$ cat src/hw/rtl/hptu_pkg.sv
// Shared types and constants for the homogeneous point transform unit.
// No dependencies; imported by every module of the block.
package hptu_pkg;

  // default parameter values
  localparam int unsigned COEF_FRAC_BITS_DEF = 16;
  localparam int unsigned POINT_BITS_DEF     = 16;

  // fixed field widths
  localparam int unsigned COEF_W  = 32;
  localparam int unsigned IDX_W   = 4;
  localparam int unsigned QUO_W   = 32;
  localparam int unsigned CNT_W   = $clog2(QUO_W);

  // matrix geometry
  localparam int unsigned MAT_DIM   = 3;
  localparam int unsigned NUM_COEF  = MAT_DIM * MAT_DIM;
  localparam int unsigned NUM_LANES = 2;

  // action codes
  localparam logic ACT_LOAD  = 1'b0;
  localparam logic ACT_XFORM = 1'b1;

  // saturation limits
  localparam logic [QUO_W-1:0] LIM_POS = 32'h7FFF_FFFF;
  localparam logic [QUO_W-1:0] LIM_NEG = 32'h8000_0000;

  typedef struct packed {
    logic capture;
    logic load;
    logic mul_x;
    logic mul_y;
    logic sum;
    logic prep;
    logic check;
    logic div_step;
    logic finish;
  } cmd_t;

  typedef struct packed {
    logic cnt_zero;
    logic out_free;
  } sts_t;

endpackage

$ cat src/hw/rtl/hptu_ctrl.sv
// Sequencer for the homogeneous point transform unit.
// Depends on hptu_pkg; drives the command struct of hptu_dp.
module hptu_ctrl (
  input  logic          clk_i,
  input  logic          rst_ni,
  input  logic          in_valid_i,
  input  logic          action_i,
  input  hptu_pkg::sts_t sts_i,
  output hptu_pkg::cmd_t cmd_o,
  output logic          in_stall_o
);
  import hptu_pkg::*;

  typedef enum logic [7:0] {
    ST_IDLE  = 8'b0000_0001,
    ST_MULX  = 8'b0000_0010,
    ST_MULY  = 8'b0000_0100,
    ST_SUM   = 8'b0000_1000,
    ST_PREP  = 8'b0001_0000,
    ST_CHECK = 8'b0010_0000,
    ST_DIV   = 8'b0100_0000,
    ST_FIN   = 8'b1000_0000
  } state_e;

  state_e state_q, state_d;

  always_comb begin
    state_d = state_q;
    cmd_o   = '0;
    case (state_q)
      ST_IDLE: begin
        if (in_valid_i) begin
          if (action_i == ACT_XFORM) begin
            cmd_o.capture = 1'b1;
            state_d       = ST_MULX;
          end else begin
            cmd_o.load = 1'b1;
          end
        end
      end
      ST_MULX: begin
        cmd_o.mul_x = 1'b1;
        state_d     = ST_MULY;
      end
      ST_MULY: begin
        cmd_o.mul_y = 1'b1;
        state_d     = ST_SUM;
      end
      ST_SUM: begin
        cmd_o.sum = 1'b1;
        state_d   = ST_PREP;
      end
      ST_PREP: begin
        cmd_o.prep = 1'b1;
        state_d    = ST_CHECK;
      end
      ST_CHECK: begin
        cmd_o.check = 1'b1;
        state_d     = ST_DIV;
      end
      ST_DIV: begin
        cmd_o.div_step = 1'b1;
        if (sts_i.cnt_zero) begin
          state_d = ST_FIN;
        end
      end
      ST_FIN: begin
        // hold until the output register can take the word
        if (sts_i.out_free) begin
          cmd_o.finish = 1'b1;
          state_d      = ST_IDLE;
        end
      end
      default: begin
        state_d = ST_IDLE;
      end
    endcase
  end

  always_ff @(posedge clk_i or negedge rst_ni) begin
    if (!rst_ni) begin
      state_q <= ST_IDLE;
    end else begin
      state_q <= state_d;
    end
  end

  assign in_stall_o = (state_q != ST_IDLE);

endmodule

$ cat config.mk
export PLATFORM = sky130hd
export DESIGN_NAME = hptu_ctrl
export DESIGN_NICKNAME = d
export VERILOG_FILES = /design/src/hw/rtl/hptu_pkg.sv /design/src/hw/rtl/hptu_ctrl.sv
export SDC_FILE = /design/constraint.sdc
export NUM_CORES = 1
export LEC_CHECK = 0
export ABC_AREA = 1
export BUFFER_PORTS_ARGS = -buffer_cell sky130_fd_sc_hd__clkbuf_2
export CAP_MARGIN = 20
export CORE_UTILIZATION = 30
export DETAILED_ROUTE_END_ITERATION = 10
export PLACE_DENSITY = 0.54
export SYNTH_ARGS = -nofsm -noshare
export SYNTH_HDL_FRONTEND = slang
export SYNTH_SLANG_ARGS = --single-unit
$ cat constraint.sdc
create_clock -name clk_i -period 2.3 [get_ports clk_i]
set_input_delay 0.23 -clock clk_i [delete_from_list [all_inputs] [get_ports clk_i]]
set_output_delay 0.23 -clock clk_i [all_outputs]
set_load 0.1 [all_outputs]
==> reports/results.tsv <==
metric	value	unit
critPathCaptureType	primary output	
ys_seq_area_frac	0.394	
setup_ws	0.204	ns
num_vias	479	
period_share	0.911	
grt_pass1_wl	1710	µm
slowest_stage	clkbuf_2	
synthCells	75	
power_frac_comb	0.620	
worst_slew_pin_slew	0.545	ns
area_delta_synth_final	32.3	%
cp_max_fo	5	
synth-seq-cells	8	
p_per_area	1270	nW/µm²
hold_path_class	input pin to flop	
reg2reg_slack	0.97	ns
largest_reg_flops	8	
drive_above_1_share	0.351	
clock_latency	0.26	ns
finalHoldViolCount	0	
start_util	0.332	
irDropWorstVdd	0.490	mV
layout.nets	101	
period_needed	2.10	ns
crit_type	flop to primary output	
reg2reg_to	state_q[7]	
vias_per_cell	4.35	
synth.area.top_cells	dfrtp_1, nor2_1, inv_1, nand2_1, nand3_1	
pwr-share-clk	0.136	
dp_slack	0.470	ns
startpoint	state_q[5]	
grt_pass1_vias	435	
crit_path_end	cmd_o[7]	
status	finished, final reports clean	
grt_overflow	0	
regMostFlops	state_q	
switching_share	0.579	
setup_viol	0	
num_rows	14	
post-dp-hpwl	856	µm
cts.sinks	8	
max_clock_freq	477	MHz
p_int	0.000361	W
drt_drc_violations_left	0	
drtAntennaViolNets	0	
synth_top_area_cell	dfrtp_1	
cts_root_buf	clkbuf_4	
n_antenna_cell	0	
cts_tree	yes	
rsz0062_at_grt	false	
p_seq_frac	0.244	
nFillCells	161	
total_leakage_power	0.394	nW
syn_avg_cell_area	6.82	µm²
synth_nets	81	
die_h	43.3	µm
antenna_found_initial	0	
finalClockSkew	0.0137	ns
portBuffers	15	
ios	16	
die-area	1870	µm²
grt_max_degree	9	
rr_startpoint	state_q[3]	
slew_viol_final	0	
grt_use_total	0.128	
wl	1020	µm
switchingPower	0.000497	W
numCtsBuffers	3	
synth_top_area_frac	0.342	
wl_per_cell	9.25	µm
yosysUniqueCellTypes	16	
h-tree-depth	1	
crit_chain	nor2_1 -> nand2_1 -> inv_1 -> nand2_2 -> nor3b_4 -> clkbuf_2	
cts_resized	0	
yosysWarnings	0	
worstPathRequired	2.07	ns
max-slew-margin-rel	0.638	
place_congestion	0.758	
die_w	43.3	µm
core	1540	µm²
netlist_area	512	µm²
crit_path_start_kind	flop	
reg_top3	state_q: 8 flops	
r2r_cells	8	
utilization	0.439	
crit_arrival	1.87	ns
drt_pass1_iterations	4	
layout_common_cells	nor2_1, clkbuf_2, inv_1	
clk_pin_slew_worst_paths	0.06	ns
drt_iter0_drc	24	
cts_max_path_buffers	2	
slowest_delay	0.47	ns
drv_cap	0	
==> cells in the mapped netlist, drive strengths merged <==
| cell | instances |
|---|---|
| nor2 | 23 |
| inv | 16 |
| nand2 | 15 |
| dfrtp | 7 |
| nand3 | 7 |
| buf | 1 |
| dfstp | 1 |
| nand4 | 1 |
| nor3 | 1 |
| nor3b | 1 |
| nor4 | 1 |
| o21ai | 1 |
==> cell type report <==
cell class,instances,area (µm²),area share
timing repair buffer,16,85.1,0.126
tap,16,20.0,0.0296
sequential,8,201,0.298
inverter,16,60.1,0.0887
multi-input combinational,50,284,0.420
clock buffer,4,26.3,0.0388
==> worst max-delay path, delay by kind of cell (launching register included) <==
kind                   cells  cell delay [ns]
AND/OR/NAND/NOR            4             0.60
buffers and inverters      2             0.58
flip-flops                 1             0.40
==> power by group through the flow <==
stage	clock network, W	logic [W]	registers (W)
after global routing	0.000133	0.000576	0.000212
after floorplan	0	0.000465	0.000206
after detailed placement	0	0.000534	0.000211
final	0.000117	0.000531	0.000209
after global placement	0	0.000538	0.000213
after CTS	0.000123	0.000537	0.000209
==> repair_timing <==
action                                  4_1_cts  5_1_grt
hold endpoints to repair                      7        0
buffers inserted                              0        0
endpoints found under the setup margin        0        0
hold buffers                                  1        0
==> kinds of logic after synthesis <==
| logic type | Yosys count | synth area share |
|---|---|---|
| simple gates | 49 | 0.465 |
| compound gates | 1 | 0.00977 |
| buf+inv | 17 | 0.132 |
| flops | 8 | 0.394 |
==> worst min-delay path by stage <==
stage | start | to | slack [ns] | depth (start not counted)
floorplan | rst_ni | state_q[1] | -0.07 | 0
global placement | rst_ni | state_q[5] | 0.09 | 1
detailed placement | rst_ni | state_q[5] | 0.09 | 1
CTS | sts_i[1] | state_q[6] | 0.27 | 4
global route | sts_i[1] | state_q[6] | 0.28 | 4
finish | sts_i[1] | state_q[6] | 0.28 | 4
==> per-stage QoR <==
step / power, W / instance area (µm²) / instances / setup TNS, ns / hold slack, ns
2_1_floorplan: 0.000670 / 553 / 75 / -0.0511 / -0.0656
4_1_cts: 0.000869 / 677 / 110 / 0 / 0.274
6_report: 0.000857 / 677 / 110 / 0 / 0.278
3_5_place_dp: 0.000745 / 641 / 105 / 0 / 0.0917
5_1_grt: 0.000921 / 677 / 110 / 0 / 0.277
3_3_place_gp: 0.000751 / 641 / 105 / 0 / 0.0947
==> per-layer routing <==
metal	GRT usage	part of all wire	up-vias
li1	-	-	261
met1	0.154	0.47	204
met2	0.185	0.44	12
met3	0.0851	0.080	2
met4	0.0364	0.0059	0
met5	0	0	-
No activity file was read; power rests on OpenSTA's default activity.
